$ cat src/hw/rtl/pbs_fifo.sv
// small register queue with push/full and pop/empty sides
// no dependencies
module pbs_fifo #(
  parameter int unsigned Width = 8,
  parameter int unsigned Depth = 2
) (
  input  logic             clk_i,
  input  logic             rst_ni,
  input  logic             push_i,
  input  logic [Width-1:0] wdata_i,
  output logic             full_o,
  input  logic             pop_i,
  output logic [Width-1:0] rdata_o,
  output logic             empty_o
);

  localparam int unsigned PtrW = (Depth > 1) ? $clog2(Depth) : 1;
  localparam int unsigned CntW = $clog2(Depth + 1);
  localparam logic [PtrW-1:0] LastPtr = PtrW'(Depth - 1);
  localparam logic [CntW-1:0] FullCnt = CntW'(Depth);

  logic [Width-1:0] mem_q [Depth];
  logic [PtrW-1:0]  wr_q, wr_d, rd_q, rd_d;
  logic [CntW-1:0]  cnt_q, cnt_d;
  logic             push_en, pop_en;

  assign full_o  = (cnt_q == FullCnt);
  assign empty_o = (cnt_q == '0);
  assign push_en = push_i && !full_o;
  assign pop_en  = pop_i && !empty_o;
  assign rdata_o = mem_q[rd_q];

  always_comb begin
    wr_d  = wr_q;
    rd_d  = rd_q;
    cnt_d = cnt_q;
    if (push_en) begin
      wr_d = (wr_q == LastPtr) ? '0 : wr_q + PtrW'(1);
    end
    if (pop_en) begin
      rd_d = (rd_q == LastPtr) ? '0 : rd_q + PtrW'(1);
    end
    if (push_en && !pop_en) begin
      cnt_d = cnt_q + CntW'(1);
    end else if (pop_en && !push_en) begin
      cnt_d = cnt_q - CntW'(1);
    end
  end

  always_ff @(posedge clk_i or negedge rst_ni) begin
    if (!rst_ni) begin
      wr_q  <= '0;
      rd_q  <= '0;
      cnt_q <= '0;
    end else begin
      wr_q  <= wr_d;
      rd_q  <= rd_d;
      cnt_q <= cnt_d;
    end
  end

  always_ff @(posedge clk_i) begin
    if (push_en) begin
      mem_q[wr_q] <= wdata_i;
    end
  end

endmodule

$ cat config.mk
export PLATFORM = sky130hd
export DESIGN_NAME = pbs_fifo
export DESIGN_NICKNAME = d
export VERILOG_FILES = /design/src/hw/rtl/pbs_fifo.sv
export SDC_FILE = /design/constraint.sdc
export NUM_CORES = 1
export LEC_CHECK = 0
export BUFFER_PORTS_ARGS = -buffer_cell sky130_fd_sc_hd__buf_2
export CAP_MARGIN = 10
export CORE_MARGIN = 4
export CORE_UTILIZATION = 44
export DETAILED_ROUTE_END_ITERATION = 10
export GPL_TIMING_DRIVEN = 0
export PLACE_DENSITY = 0.82
export RECOVER_POWER = 25
export SETUP_SLACK_MARGIN = 0.1
export SLEW_MARGIN = 30
export SYNTH_ARGS = -nofsm -noshare
export SYNTH_HDL_FRONTEND = slang
export SYNTH_SLANG_ARGS = --single-unit
export TNS_END_PERCENT = 5
$ cat constraint.sdc
create_clock -name clk_i -period 1.5 [get_ports clk_i]
set_input_delay 0.3 -clock clk_i [delete_from_list [all_inputs] [get_ports clk_i]]
set_output_delay 0.3 -clock clk_i [all_outputs]
set_load 0.1 [all_outputs]
; Word level (Yosys, flattened, before mapping)
; Memory sizes are Yosys's and may differ from the RTL's.
; Cells that the tools add are included.
[op_classes]
n_addsub = 4
n_eq_ne = 1
n_mux = 6
n_reduce_logical = 10
[op_table]
columns = op, n
row1 = 1-bit logical AND, 4
row2 = 1-bit logical NOT, 4
row3 = 1-bit 2-to-1 mux, 4
row4 = 2-bit 2-to-1 mux, 2
row5 = "1-bit adder, second input constant", 2
row6 = "2-bit by 1-bit adder with 2-bit output, second input constant", 1
row7 = "2-bit == test, second input constant", 1
row8 = 2-bit logical NOT, 1
row9 = 2-bit nonzero test, 1
row10 = "2-bit by 1-bit subtractor with 2-bit output, second input constant", 1
[word_totals]
register_bits = 4
ram_bits = 16
input_bits = 12
output_inout_bits = 10
word_cells = 25
mem_count = 1
[memory_table]
columns = name, words, width, rd, rd_clocked_by_memory_dff, wr, line_no
row1 = mem_q, 2, 8, 1, 0, 1, 22  ; logic [Width-1:0] mem_q [Depth];

; Logic depth before layout (Yosys ltp)
[logic_depth]
word_depth = 7
ltp_mapped = 7
mapped_depth_nobuf = 7

; Worst setup path after synthesis
; Ideal clock, no wire load.
[synth_path]
path_type = flip-flop to output port
from = register cnt_q[0]
to = output port empty_o
t_arrival_ps = 1673
t_required_ps = 1200
slack_ps = -473
path_stages_with_launch = 2
path_cell_list = dfrtp_1 nor2_1
[synth_via]
elab_chain_cells = 1
[synth_lines]
columns = element, line_no
row1 = "start, declared", 24  ; logic [CntW-1:0] cnt_q, cnt_d;
row2 = "start signal, assigned", 58  ; cnt_q <= cnt_d;
row3 = 2-bit logical NOT, 28  ; assign empty_o = (cnt_q == '0);
row4 = "end, declared", 14  ; output logic empty_o
; Every way passes these cells.

; Worst setup path after layout
[layout_path]
from = register rd_q
to = output port rdata_o[6]
[layout_via]
elab_chain_cells = 1
[layout_lines]
columns = element, line_no
row1 = "start, declared", 23  ; logic [PtrW-1:0] wr_q, wr_d, rd_q, rd_d;
row2 = "start signal, assigned", 57  ; rd_q <= rd_d;
row3 = memory read 2 x 8 bit, --
row4 = "end, declared", 13  ; output logic [Width-1:0] rdata_o,
; Every way passes these cells.

==> results by group <==
Run status
  • Status: finished with violations
  • Failing checks: negative setup slack

Logic synthesis
  • Mapped Area: between 700 and 800 um2
  • Most frequent cells after synthesis: edfxtp_1 (16), mux2_1 (6), dfrtp_1 (4)
  • Post-Syn Nets: 57
  • EDFF count, synth: 16
  • Sequential share of the synthesized area: about three quarters
  • Yosys cell types: 15
  • Top_reg_cell synth: edfxtp_1
  • Mapped Cells: 44
  • Async SR Flop Fraction: between 20% and 30%
  • Yosys reg bits: 20
  • Yosys top cell area share: between 60% and 70%
  • Most common cell in the netlist: edfxtp_1
  • Ranking of synthesized cells by area: edfxtp_1 (61%), dfrtp_1 (13%), mux2_1 (8.6%)
  • YS warnings: 0
  • Post-synth top area cell: edfxtp_1
  • Synthesized area per cell: roughly 18 um2

Finish
  • Area Overhead vs Synth: 54.9%
  • Final Net Count: 86
  • Share of cells above drive strength 1: 61.1%
  • Diodes inserted: 0
  • Final Util: approximately 76%
  • Register area: slightly below 600 um2
  • Filler cell count: 96
  • Area of the multi-input gates: 256 um2
  • Fin cells: 96

Setup path
  • WP data arrival: ~1400 ps
  • Req. time, crit path: between 1000 and 1500 ps
  • CP Max Fanout: 4
  • Setup crit end kind: primary output
  • Crit path kind: reg -> out
  • Critical Path Start Type: register

Global route
  • Pin count of the biggest net entering global routing: 13
  • Grt total ovfl: 0
  • Number of global-route vias before repair: between 400 and 500
  • Total GRT Usage: 11.3%
  • First-pass GRT wire length: approximately 2000 um
  • Initial antenna violation count: 0

CTS
  • CTS tree: built
  • Clock tree buffer depth: 2
  • CTS Root Cell: clkbuf_4
  • Clock buffer count from CTS: 3
  • H-Tree Level Count: 1
  • Worst skew pair latency: around 290 ps
  • Clk sinks: 20
  • Reg clk slew, reported paths: 110 ps

Route
  • DR vias/cell: 4.69
  • Initial drt markers: 2
  • DR WL/cell: roughly 15 um
  • Post-DRT Antenna Nets: 0
  • Routed WL: 1410 um
  • DR pass1 iterations: 4
  • Total number of vias: 450
  • Post-route DRC violation count: 0

Job
  • Max-Cap Viols: 0

STA
  • Max Fclk: 607 MHz
  • Setup Skew: between 8 and 9 ps
  • Tmin final: 1650 ps
  • Hold violation total from the final report: 0
  • Slew headroom: a little over 80%
  • Fin crit share: 110%
  • Worst slew pin tran: between 200 and 300 ps
  • Final setup fails: 8
  • Setup WS post-layout: -146 ps
  • TNS Setup: -1120 ps
  • RSZ-0062 raised after global routing: yes
  • Fin. max-slew vios: 0

Floorplanning
  • Starting Density: 49.1%
  • I/O Pins: 22
  • Die Height: 50.2 um
  • FP Rows: 14
  • Die ar.: 2520 um2
  • Die Width: between 50 and 60 um
  • Core footprint: 1590 um2

Place
  • Placer Congestion: slightly above 0.6
  • Placed wire-length estimate: a little over 800 um
  • Pre-CTS setup slack: -174 ps
  • Number of instances in the placed design: slightly below 90
  • Buffers on Ports: 21

Worst hold path
  • Hold Crit Class: in -> reg
worst max-delay path, cell delays in order (launching register included):
cell and delay, ps:
dfrtp_1 400, buf_6 140, mux2_2 350, buf_12 170
timing repair:
item	in CTS	in global routing
hold endpoints to repair	4	0
setup endpoints to repair	19	19
hold buffers	1	0
gates cloned	0	1
gates resized for setup	53	13
pin swaps	3	1
setup buffers	1	0
worst paths after layout:
check                                          start  slack [ps]  depth (start not counted)                     to
worst min register to register  cnt_q[0]$_DFFE_PN0P_         570                          1   cnt_q[0]$_DFFE_PN0P_
max in group asynchronous                     rst_ni        1020                          2   cnt_q[0]$_DFFE_PN0P_
worst max register to register  cnt_q[0]$_DFFE_PN0P_          50                          7   cnt_q[1]$_DFFE_PN0P_
worst max-delay path                rd_q$_DFFE_PN0P_        -150                          3             rdata_o[6]
worst min-delay path                      wdata_i[3]         190                          1  mem_q[0][3]$_DFFE_PP_
min in group asynchronous                     rst_ni         330                          2       wr_q$_DFFE_PN0N_
layout by cell type, fill, tap and decap left out:
cell and instances:
buf_12 9, mux2_4 6, xnor2_2 1, clkbuf_1 4, nor2_4 2, edfxtp_1 16
dlygate4sd3_1 1, mux2_2 2, xor2_1 2, buf_6 3, nand2_4 1, bufinv_16 1
xnor2_1 2, nor2_1 1, and3_2 1, inv_2 2, dfrtp_1 2, o21ai_2 1
clkbuf_4 3, buf_4 1, ha_4 1, nand2b_4 1, buf_2 7, dfrtp_2 2
layer usage:
metal,global-route usage (%),vias up,share of wire [%]
met5,0,-,0
met4,4.15,0,0
met3,2.96,0,5.4
met2,19.8,17,53
met1,13.4,218,41
li1,-,215,-
sequential cells by signal (all words and copies together), names as in the netlist:
| name | count |
|---|---|
| mem_q | 16 |
| cnt_q | 2 |
| rd_q | 1 |
| wr_q | 1 |
area by class of cell:
cell class	count	area share, %
Inverter	2	0.620
Sequential cell	20	48.1
Clock buffer	3	1.86
Multi-Input combinational cell	21	21.2
Clock inverter	1	2.48
Timing Repair Buffer	24	22.3
Buffer	1	0.930
Tap cell	24	2.48
kinds of logic (layout without fill, tap and decap cells):
| family | count (synthesis) | count (layout) | synth area share, % |
|---|---|---|---|
| buffers and inverters | 3 | 31 | 1.60 |
| xor gates and xnor gates | 5 | 5 | 6.56 |
| DFF | 20 | 20 | 74.2 |
| adders and majority gates | 1 | 1 | 1.60 |
| and+or+nand+nor | 6 | 6 | 3.84 |
| AOI/OAI and AO/OA | 1 | 1 | 0.639 |
| muxes | 8 | 8 | 11.5 |
through the flow:
stage	hold WS (ps)	cell area [um2]
3_3_place_gp	112	920
6_report	189	1210
4_1_cts	181	1160
2_1_floorplan	4.41	785
5_1_grt	162	1210
3_5_place_dp	115	920
Power is not shown: default switching activity piles up to over one toggle a cycle in this logic, so the estimate is an artifact.
