`src/hw/rtl/pbs_pkg.sv`:
```
// shared types, codes and constants of the poll back-off scheduler
// no dependencies; pbs_front, pbs_back, the top level and the testbench import it
package pbs_pkg;

  localparam int unsigned STATIONS_DEF      = 256;
  localparam int unsigned BACKOFF_STEPS_DEF = 17;
  localparam int unsigned CMD_DEPTH         = 2;
  localparam int unsigned RES_DEPTH         = 2;

  localparam logic [15:0] POLL_INTERVAL_RST = 16'd1800;
  localparam logic [4:0]  UNKNOWN_AFTER_RST = 5'd8;
  localparam logic [5:0]  MAX_POLLS_RST     = 6'd20;
  localparam logic [8:0]  NUM_STATIONS_RST  = 9'd0;
  localparam logic [5:0]  POLL_CAP          = 6'd32;

  typedef enum logic [1:0] {
    FUNC_TICK   = 2'd0,
    FUNC_REPORT = 2'd1,
    FUNC_QUERY  = 2'd2
  } func_e;

  typedef enum logic [1:0] {
    KIND_POLL    = 2'd0,
    KIND_RESCHED = 2'd1,
    KIND_QUERY   = 2'd2
  } kind_e;

  typedef enum logic [1:0] {
    ST_FREE    = 2'd0,
    ST_BUSY    = 2'd1,
    ST_UNKNOWN = 2'd2
  } busy_e;

  typedef enum logic [1:0] {
    REG_POLL_INTERVAL = 2'd0,
    REG_UNKNOWN_AFTER = 2'd1,
    REG_MAX_POLLS     = 2'd2,
    REG_NUM_STATIONS  = 2'd3
  } reg_e;

  typedef struct packed {
    logic [15:0] poll_interval;
    logic [4:0]  unknown_after;
    logic [5:0]  max_polls;
    logic [8:0]  num_stations;
  } cfg_t;

  typedef struct packed {
    func_e       op;
    logic [31:0] now;
    logic [7:0]  station;
    busy_e       state;
  } cmd_t;

  typedef struct packed {
    kind_e       kind;
    logic [7:0]  entry;
    logic [15:0] next_timeout;
    busy_e       busy;
    logic [4:0]  count;
    logic        last;
  } result_t;

  typedef struct packed {
    logic [31:0] rep_time;
    logic [31:0] poll_time;
    logic [4:0]  count;
    busy_e       busy;
  } entry_t;

  // back-off delay in seconds by unanswered poll count
  function automatic logic [11:0] backoff_delay(input logic [4:0] count,
                                                input int unsigned steps);
    logic [4:0] top;
    logic [4:0] c;
    logic [11:0] d;
    top = (steps - 1 > 31) ? 5'd31 : 5'(steps - 1);
    c   = (count > top) ? top : count;
    case (c) inside
      5'd0:           d = 12'd0;
      [5'd1:5'd2]:    d = 12'd5;
      [5'd3:5'd4]:    d = 12'd10;
      [5'd5:5'd6]:    d = 12'd30;
      [5'd7:5'd8]:    d = 12'd60;
      [5'd9:5'd10]:   d = 12'd300;
      [5'd11:5'd12]:  d = 12'd600;
      [5'd13:5'd14]:  d = 12'd1800;
      default:        d = 12'd3600;
    endcase
    return d;
  endfunction

endpackage

```
`src/hw/rtl/pbs_fifo.sv`:
```
// small register queue with push/full and pop/empty sides
// no dependencies
module pbs_fifo #(
  parameter int unsigned Width = 8,
  parameter int unsigned Depth = 2
) (
  input  logic             clk_i,
  input  logic             rst_ni,
  input  logic             push_i,
  input  logic [Width-1:0] wdata_i,
  output logic             full_o,
  input  logic             pop_i,
  output logic [Width-1:0] rdata_o,
  output logic             empty_o
);

  localparam int unsigned PtrW = (Depth > 1) ? $clog2(Depth) : 1;
  localparam int unsigned CntW = $clog2(Depth + 1);
  localparam logic [PtrW-1:0] LastPtr = PtrW'(Depth - 1);
  localparam logic [CntW-1:0] FullCnt = CntW'(Depth);

  logic [Width-1:0] mem_q [Depth];
  logic [PtrW-1:0]  wr_q, wr_d, rd_q, rd_d;
  logic [CntW-1:0]  cnt_q, cnt_d;
  logic             push_en, pop_en;

  assign full_o  = (cnt_q == FullCnt);
  assign empty_o = (cnt_q == '0);
  assign push_en = push_i && !full_o;
  assign pop_en  = pop_i && !empty_o;
  assign rdata_o = mem_q[rd_q];

  always_comb begin
    wr_d  = wr_q;
    rd_d  = rd_q;
    cnt_d = cnt_q;
    if (push_en) begin
      wr_d = (wr_q == LastPtr) ? '0 : wr_q + PtrW'(1);
    end
    if (pop_en) begin
      rd_d = (rd_q == LastPtr) ? '0 : rd_q + PtrW'(1);
    end
    if (push_en && !pop_en) begin
      cnt_d = cnt_q + CntW'(1);
    end else if (pop_en && !push_en) begin
      cnt_d = cnt_q - CntW'(1);
    end
  end

  always_ff @(posedge clk_i or negedge rst_ni) begin
    if (!rst_ni) begin
      wr_q  <= '0;
      rd_q  <= '0;
      cnt_q <= '0;
    end else begin
      wr_q  <= wr_d;
      rd_q  <= rd_d;
      cnt_q <= cnt_d;
    end
  end

  always_ff @(posedge clk_i) begin
    if (push_en) begin
      mem_q[wr_q] <= wdata_i;
    end
  end

endmodule

```
`src/hw/rtl/pbs_front.sv`:
```
// front end: takes input transfers, sorts them into commands, queues them
// depends on pbs_pkg and pbs_fifo
module pbs_front (
  input  logic           clk_i,
  input  logic           rst_ni,
  input  logic           push_i,
  input  logic [1:0]     func_i,
  input  logic [31:0]    now_seconds_i,
  input  logic [7:0]     station_i,
  input  logic [1:0]     reported_state_i,
  input  logic           hold_i,
  output logic           full_o,
  output logic           cmd_valid_o,
  output pbs_pkg::cmd_t  cmd_o,
  input  logic           cmd_pop_i
);
  import pbs_pkg::*;

  cmd_t  cmd;
  logic  known;
  logic  q_full, q_empty;
  logic  accept;
  logic [$bits(cmd_t)-1:0] q_rdata;

  always_comb begin
    known = 1'b1;
    cmd.op = FUNC_TICK;
    case (func_i)
      FUNC_TICK:   cmd.op = FUNC_TICK;
      FUNC_REPORT: cmd.op = FUNC_REPORT;
      FUNC_QUERY:  cmd.op = FUNC_QUERY;
      default:     known = 1'b0;
    endcase
    cmd.now     = now_seconds_i;
    cmd.station = station_i;
    case (reported_state_i)
      ST_FREE: cmd.state = ST_FREE;
      ST_BUSY: cmd.state = ST_BUSY;
      default: cmd.state = ST_UNKNOWN;
    endcase
  end

  assign full_o = q_full || hold_i;
  assign accept = push_i && !full_o;

  // unused function code is taken and dropped here
  pbs_fifo #(
    .Width ($bits(cmd_t)),
    .Depth (CMD_DEPTH)
  ) u_cmd_q (
    .clk_i   (clk_i),
    .rst_ni  (rst_ni),
    .push_i  (accept && known),
    .wdata_i (cmd),
    .full_o  (q_full),
    .pop_i   (cmd_pop_i),
    .rdata_o (q_rdata),
    .empty_o (q_empty)
  );

  assign cmd_valid_o = !q_empty;
  assign cmd_o       = q_rdata;

endmodule

```
`config.mk`:
```
export PLATFORM = sky130hd
export DESIGN_NAME = pbs_front
export DESIGN_NICKNAME = d
export VERILOG_FILES = /design/src/hw/rtl/pbs_pkg.sv /design/src/hw/rtl/pbs_fifo.sv /design/src/hw/rtl/pbs_front.sv
export SDC_FILE = /design/constraint.sdc
export NUM_CORES = 1
export LEC_CHECK = 0
export BUFFER_PORTS_ARGS = -buffer_cell sky130_fd_sc_hd__buf_2
export CAP_MARGIN = 20
export CORE_MARGIN = 4
export CORE_UTILIZATION = 45
export CTS_CLUSTER_DIAMETER = 150
export DETAILED_ROUTE_END_ITERATION = 6
export PLACE_DENSITY = 0.81
export SLEW_MARGIN = 10
export SYNTH_ARGS = -nofsm -noshare
export SYNTH_HDL_FRONTEND = slang
export SYNTH_SLANG_ARGS = --single-unit
```
`constraint.sdc`:
```
create_clock -name clk_i -period 11.38 [get_ports clk_i]
set_input_delay 0 -clock clk_i [delete_from_list [all_inputs] [get_ports clk_i]]
set_output_delay 0 -clock clk_i [all_outputs]
set_load 0.02 [all_outputs]
```
After elaboration in Yosys (flattened, before gate mapping)
Memory sizes are Yosys's and may differ from the RTL's.
Index checks and enable logic that the tools add are counted.
{"block": "op_classes", "n_eq_ne": 4, "addsub": 4, "n_reduce_logical": 17, "muxes": 9}
{"op": "case mux 2 bit (2 select lines)", "n": 2}
{"op": "logical AND 1 bit", "n": 6}
{"op": "zero test 2 bit", "n": 3}
{"op": "zero test 1 bit", "n": 5}
{"op": "2-to-1 mux 1 bit", "n": 5}
{"op": "equality test 2 x 1 -> 1 bit (second input constant)", "n": 2}
{"op": "equality test 2 bit (second input constant)", "n": 2}
{"op": "2-to-1 mux 2 bit", "n": 2}
{"op": "OR reduction 3 bit", "n": 1}
{"op": "adder 1 bit (second input constant)", "n": 2}
{"op": "adder 2 x 1 -> 2 bit (second input constant)", "n": 1}
{"op": "nonzero test 2 bit", "n": 1}
{"op": "subtractor 2 x 1 -> 2 bit (second input constant)", "n": 1}
{"op": "logical OR 1 bit", "n": 1}
{"block": "totals", "wordCells": 38, "memories": 1, "input_bits": 49, "ramBits": 88, "output_inout_bits": 46, "register_bits": 4}
{"name": "u_cmd_q.mem_q", "words": 2, "width": 44, "rd": 1, "rd_clocked_by_memory_dff": 0, "write_ports": 1, "line": "pbs_fifo.sv:22", "source": "logic [Width-1:0] mem_q [Depth];"}

Longest topological paths before layout
{"block": "logic_depth", "depth_word": 10, "ltp_mapped": 6}

By module
A second synthesis with hierarchy kept.
{"block": "hier_totals", "cells_unflattened": 164, "hier_area_um2": 3623.5}
{"module": "pbs_fifo", "instances": 1, "area_each_um2": 3572.2, "cells_per_inst": 156}
{"module": "pbs_front", "instances": 1, "area_each_um2": 51.3, "cells_per_inst": 8}

Least setup slack after synthesis
No wires, ideal clock.
{"block": "synth_path", "path_kind": "register -> register", "from": "register u_cmd_q.cnt_q[0]", "to": "memory u_cmd_q.mem_q[0][0] (netlist name) (enable)", "synth_period_minus_slack_ns": 4.290, "setup_slack_ns": 7.090, "setup_ns": 0.500, "t_required_ns": 10.880, "arrival_ns": 3.790, "stages_incl_launch_ff": 4, "n_path_buf": 0, "path_cell_list": "dfrtp_1 > inv_2 > a21o_2 > nor3_1"}
{"block": "synth_via", "elab_chain_cells": 8}
{"item": "from (decl)", "line": "pbs_fifo.sv:24", "source": "logic [CntW-1:0] cnt_q, cnt_d;"}
{"item": "from (signal assigned)", "line": "pbs_fifo.sv:58", "source": "cnt_q <= cnt_d;"}
{"item": "equality test 2 bit", "line": "pbs_fifo.sv:27", "source": "assign full_o = (cnt_q == FullCnt);"}
{"item": "logical OR 1 bit", "line": "pbs_front.sv:43", "source": "assign full_o = q_full || hold_i;"}
{"item": "via full_o", "line": "pbs_front.sv:12", "source": "output logic full_o,"}
{"item": "zero test 1 bit", "line": "pbs_front.sv:44", "source": "assign accept = push_i && !full_o;"}
{"item": "logical AND 1 bit", "line": "pbs_front.sv:44"}
{"item": "logical AND 1 bit", "line": "pbs_front.sv:53", "source": ".push_i (accept && known),"}
{"item": "logical AND 1 bit", "line": "pbs_fifo.sv:29", "source": "assign push_en = push_i && !full_o;"}
{"item": "2-to-1 mux 1 bit", "line": "pbs_fifo.sv:63", "source": "if (push_en) begin"}
{"item": "2-to-1 mux 1 bit (implied by the code)", "line": "pbs_fifo.sv:64", "source": "mem_q[wr_q] <= wdata_i;"}
{"item": "to (decl)", "line": "pbs_fifo.sv:22"}
The timed path passes the listed nets, and every way through them passes these cells.

Worst setup path after layout
{"block": "layout_path", "from": "input func_i[0]", "to": "memory u_cmd_q.mem_q[1][14] (netlist name) (enable)"}
{"block": "layout_via", "elab_chain_cells": 7}
{"item": "from (decl)", "line": "pbs_front.sv:7", "source": "input logic [1:0] func_i,"}
{"item": "equality test 2 bit, or another cell as far along", "line": "pbs_front.sv:28", "source": "case (func_i)"}
{"item": "OR reduction 3 bit (no source line) (*)"}
{"item": "2-to-1 mux 1 bit (*)", "line": "pbs_front.sv:28"}
{"item": "logical AND 1 bit (*)", "line": "pbs_front.sv:53"}
{"item": "logical AND 1 bit (*)", "line": "pbs_fifo.sv:29"}
{"item": "2-to-1 mux 1 bit (*)", "line": "pbs_fifo.sv:63"}
{"item": "2-to-1 mux 1 bit (implied by the code) (*)", "line": "pbs_fifo.sv:64"}
Mark *: on every way between the ends. The rest lies on a longest branch, timed or not.

==> impl_metrics.yaml <==
run_status:
  status: "finished, final reports clean"
sta:
  slew-limit-headroom: 0.304
  worstMarginPinSlew_ns: 1.04
  rsz0062_at_grt: "no"
  final-setup-viol-count: 0
  fin_ws_ns: 9.31
  timing.fmax_mhz: 484
  period_needed_ns: 2.07
  tns_ns: 0
  hold_violations: 0
  slew_viol_final: 0
  period_share: 0.182
  fin_skew_ns: 0.00835
  holdWs_ns: 0.176
critical_path:
  worstPathArrival_ns: 2.03
  cp_max_fo: 44
  cp_top_family: "simple AND/OR/NAND/NOR gates"
  timing.rr.start: "u_cmd_q.cnt_q[0]"
  cp-startpoint: "func_i[0]"
  critPathMaxStageDelay_ns: 0.89
  path_cells: "dlygate4sd3_1 > buf_2 > a21bo_2 > a211oi_4 > and2_2"
  critical_path_buf_inv_count: 2
  critPathKind: "in -> reg"
  critical_path_required_ns: 11.35
  worst_setup_path_start_kind: "input pin"
  slowest_stage: "and2_2"
  end_kind: "flop"
clock_network:
  cts-root-buf: "clkbuf_8"
  h-tree-depth: 3
  post_cts_resized: 0
  clk_latency_ns: 0.34
  cts_buffers: 9
  clock_sinks: 92
  cts.clk_slew.worst_paths_ns: 0.08
  cts_tree: "built"
  cts_buffer_depth: 2
floorplanning:
  initial_core_util: 0.467
  dieArea_um2: 9060
  io-pin-count: 95
  core-area_um2: 7330
  row_count: 31
  die-height_um: 95.2
  die_width_um: 95.2
synthesis:
  synth.most_common_cell: "edfxtp_1"
  synth_top_cell_area_share: 0.772
  netlist_instances: 160
  yosys-top-cells-area: "edfxtp_1 77%, mux2_2 14%, dfrtp_1 2.9%, buf_4 0.88%, xor2_1 0.77%"
  synth_top_area_cell: "edfxtp_1"
  async_reset_ff_frac: 0.0435
  ys_ff_latch: 92
  synth_edf_count: 88
  netlist-cell-type-count: 19
  synth-main-ff-cell: "edfxtp_1"
  syn_nets: 210
  yosysWarnings: 0
  synth_commonest_cells: "88 x edfxtp_1, 44 x mux2_2, 4 x buf_4, 4 x dfrtp_1"
  synth_seq_area_share: 0.802
  syn_area_per_cell_um2: 21.4
  syn_area_um2: 3420
global_routing:
  grt_antenna_before_repair: 0
  grt_pass1_wl_um: 9650
  grt-ovfl-total: 0
  grt_max_degree: 46
  grt_use_total: 0.146
  grt_pass1_vias: 2088
detailed_routing:
  route.vias.total: 1942
  drtPass1Iterations: 4
  wire_per_inst_um: 15.3
  ant_nets: 0
  drt_iter0_drc: 31
  drc_errors: 0
  postRouteWirelength_um: 6320
  vias_per_cell: 4.70
worst_hold_path:
  hp-class: "in -> reg"
  worstHoldStart: "push_i"
placed_design:
  place_congestion: 0.647
  port_buffers: 94
  post-dp-hpwl_um: 3500
  place_area_um2: 3990
  dp_cells: 348
  pre_cts_ws_ns: 9.29
layout:
  drive_above_1_share: 0.511
  fin_area_um2: 4670
  final_cells: 413
  utilization: 0.637
  area_growth_pct: 36.5
  fin_nets: 358
job:
  max_cap_violations: 0
power_and_ir_drop:
  power_uw: 940
  power_density_nw_per_um2: 201
  p_leak_nw: 1.76
  peakVddDrop_uv: 101
-- area by class of cell --
type / count / area (um2)
sequential: 92 / 2740
fill: 541 / 2660
timing repair buffer: 143 / 958
multi-input combinational: 61 / 641
clock buffer: 14 / 163
tap: 99 / 124
clock inverter: 2 / 35.0
inverter: 1 / 3.75
antenna: 1 / 2.50
-- worst min-delay path: stages --
cell and delay, ns:
buf_2 0.09, a21bo_2 0.22, a211oi_4 0.05, xor2_1 0.12
-- metal layers --
| metal | GRT usage | wire (um) | share of wire | up-vias |
|---|---|---|---|---|
| li1 | - | - | - | 920 |
| met5 | 0 | 0 | 0 | - |
| met1 | 0.134 | 2250 | 0.36 | 949 |
| met2 | 0.286 | 3650 | 0.58 | 67 |
| met3 | 0.0363 | 349 | 0.055 | 6 |
| met4 | 0.0829 | 68 | 0.011 | 0 |
-- cell usage in the layout, fill, tap and decap left out, drive strengths merged --
cell type / n
a211oi: 1
a21bo: 1
a21o: 1
and2: 1
buf: 95
bufinv: 1
clkbuf: 14
clkinv: 1
dfrtp: 4
diode: 1
dlygate4sd3: 48
edfxtp: 88
ha: 1
inv: 1
mux2: 44
nand2: 1
nor2: 1
nor2b: 3
nor3: 1
or2: 1
xnor2: 2
xor2: 3
-- where the power goes --
group	switching, mW	internal (mW)	total (mW)
logic	0.140	0.129	0.269
clock network	0.0997	0.114	0.213
registers	0.0439	0.413	0.457
-- state kept, by name, summed over array words and instances, names as in the netlist --
name	flops
u_cmd_q.mem_q	88
u_cmd_q.rd_q	1
u_cmd_q.cnt_q	2
u_cmd_q.wr_q	1
-- repair_timing --
| item | in CTS | in global routing |
|---|---|---|
| endpoints found under the hold margin | 94 | 0 |
| buffers inserted | 0 | 0 |
| hold buffers | 48 | 0 |
-- worst paths after layout --
check,end,slack (ns),depth (start not counted)
max in group asynchronous,u_cmd_q.rd_q,10.58,3
worst max register to register,u_cmd_q.mem_q[1][14],9.32,3
worst max-delay path,u_cmd_q.mem_q[1][14],9.31,5
worst min register to register,u_cmd_q.wr_q,0.52,1
worst min-delay path,u_cmd_q.wr_q,0.18,4
min in group asynchronous,u_cmd_q.cnt_q[0],0.61,3
-- cell families after synthesis --
logic type,after synthesis,synth area share
AO/OA/AOI/OAI,3,0.0113
flip-flops,92,0.802
multiplexers,44,0.145
XOR/XNOR,5,0.0128
buffers and inverters,7,0.0124
AND/OR/NAND/NOR,8,0.0132
adder cells (fa/ha/maj),1,0.00366
Note: power is estimated with default switching activity, not from simulation.
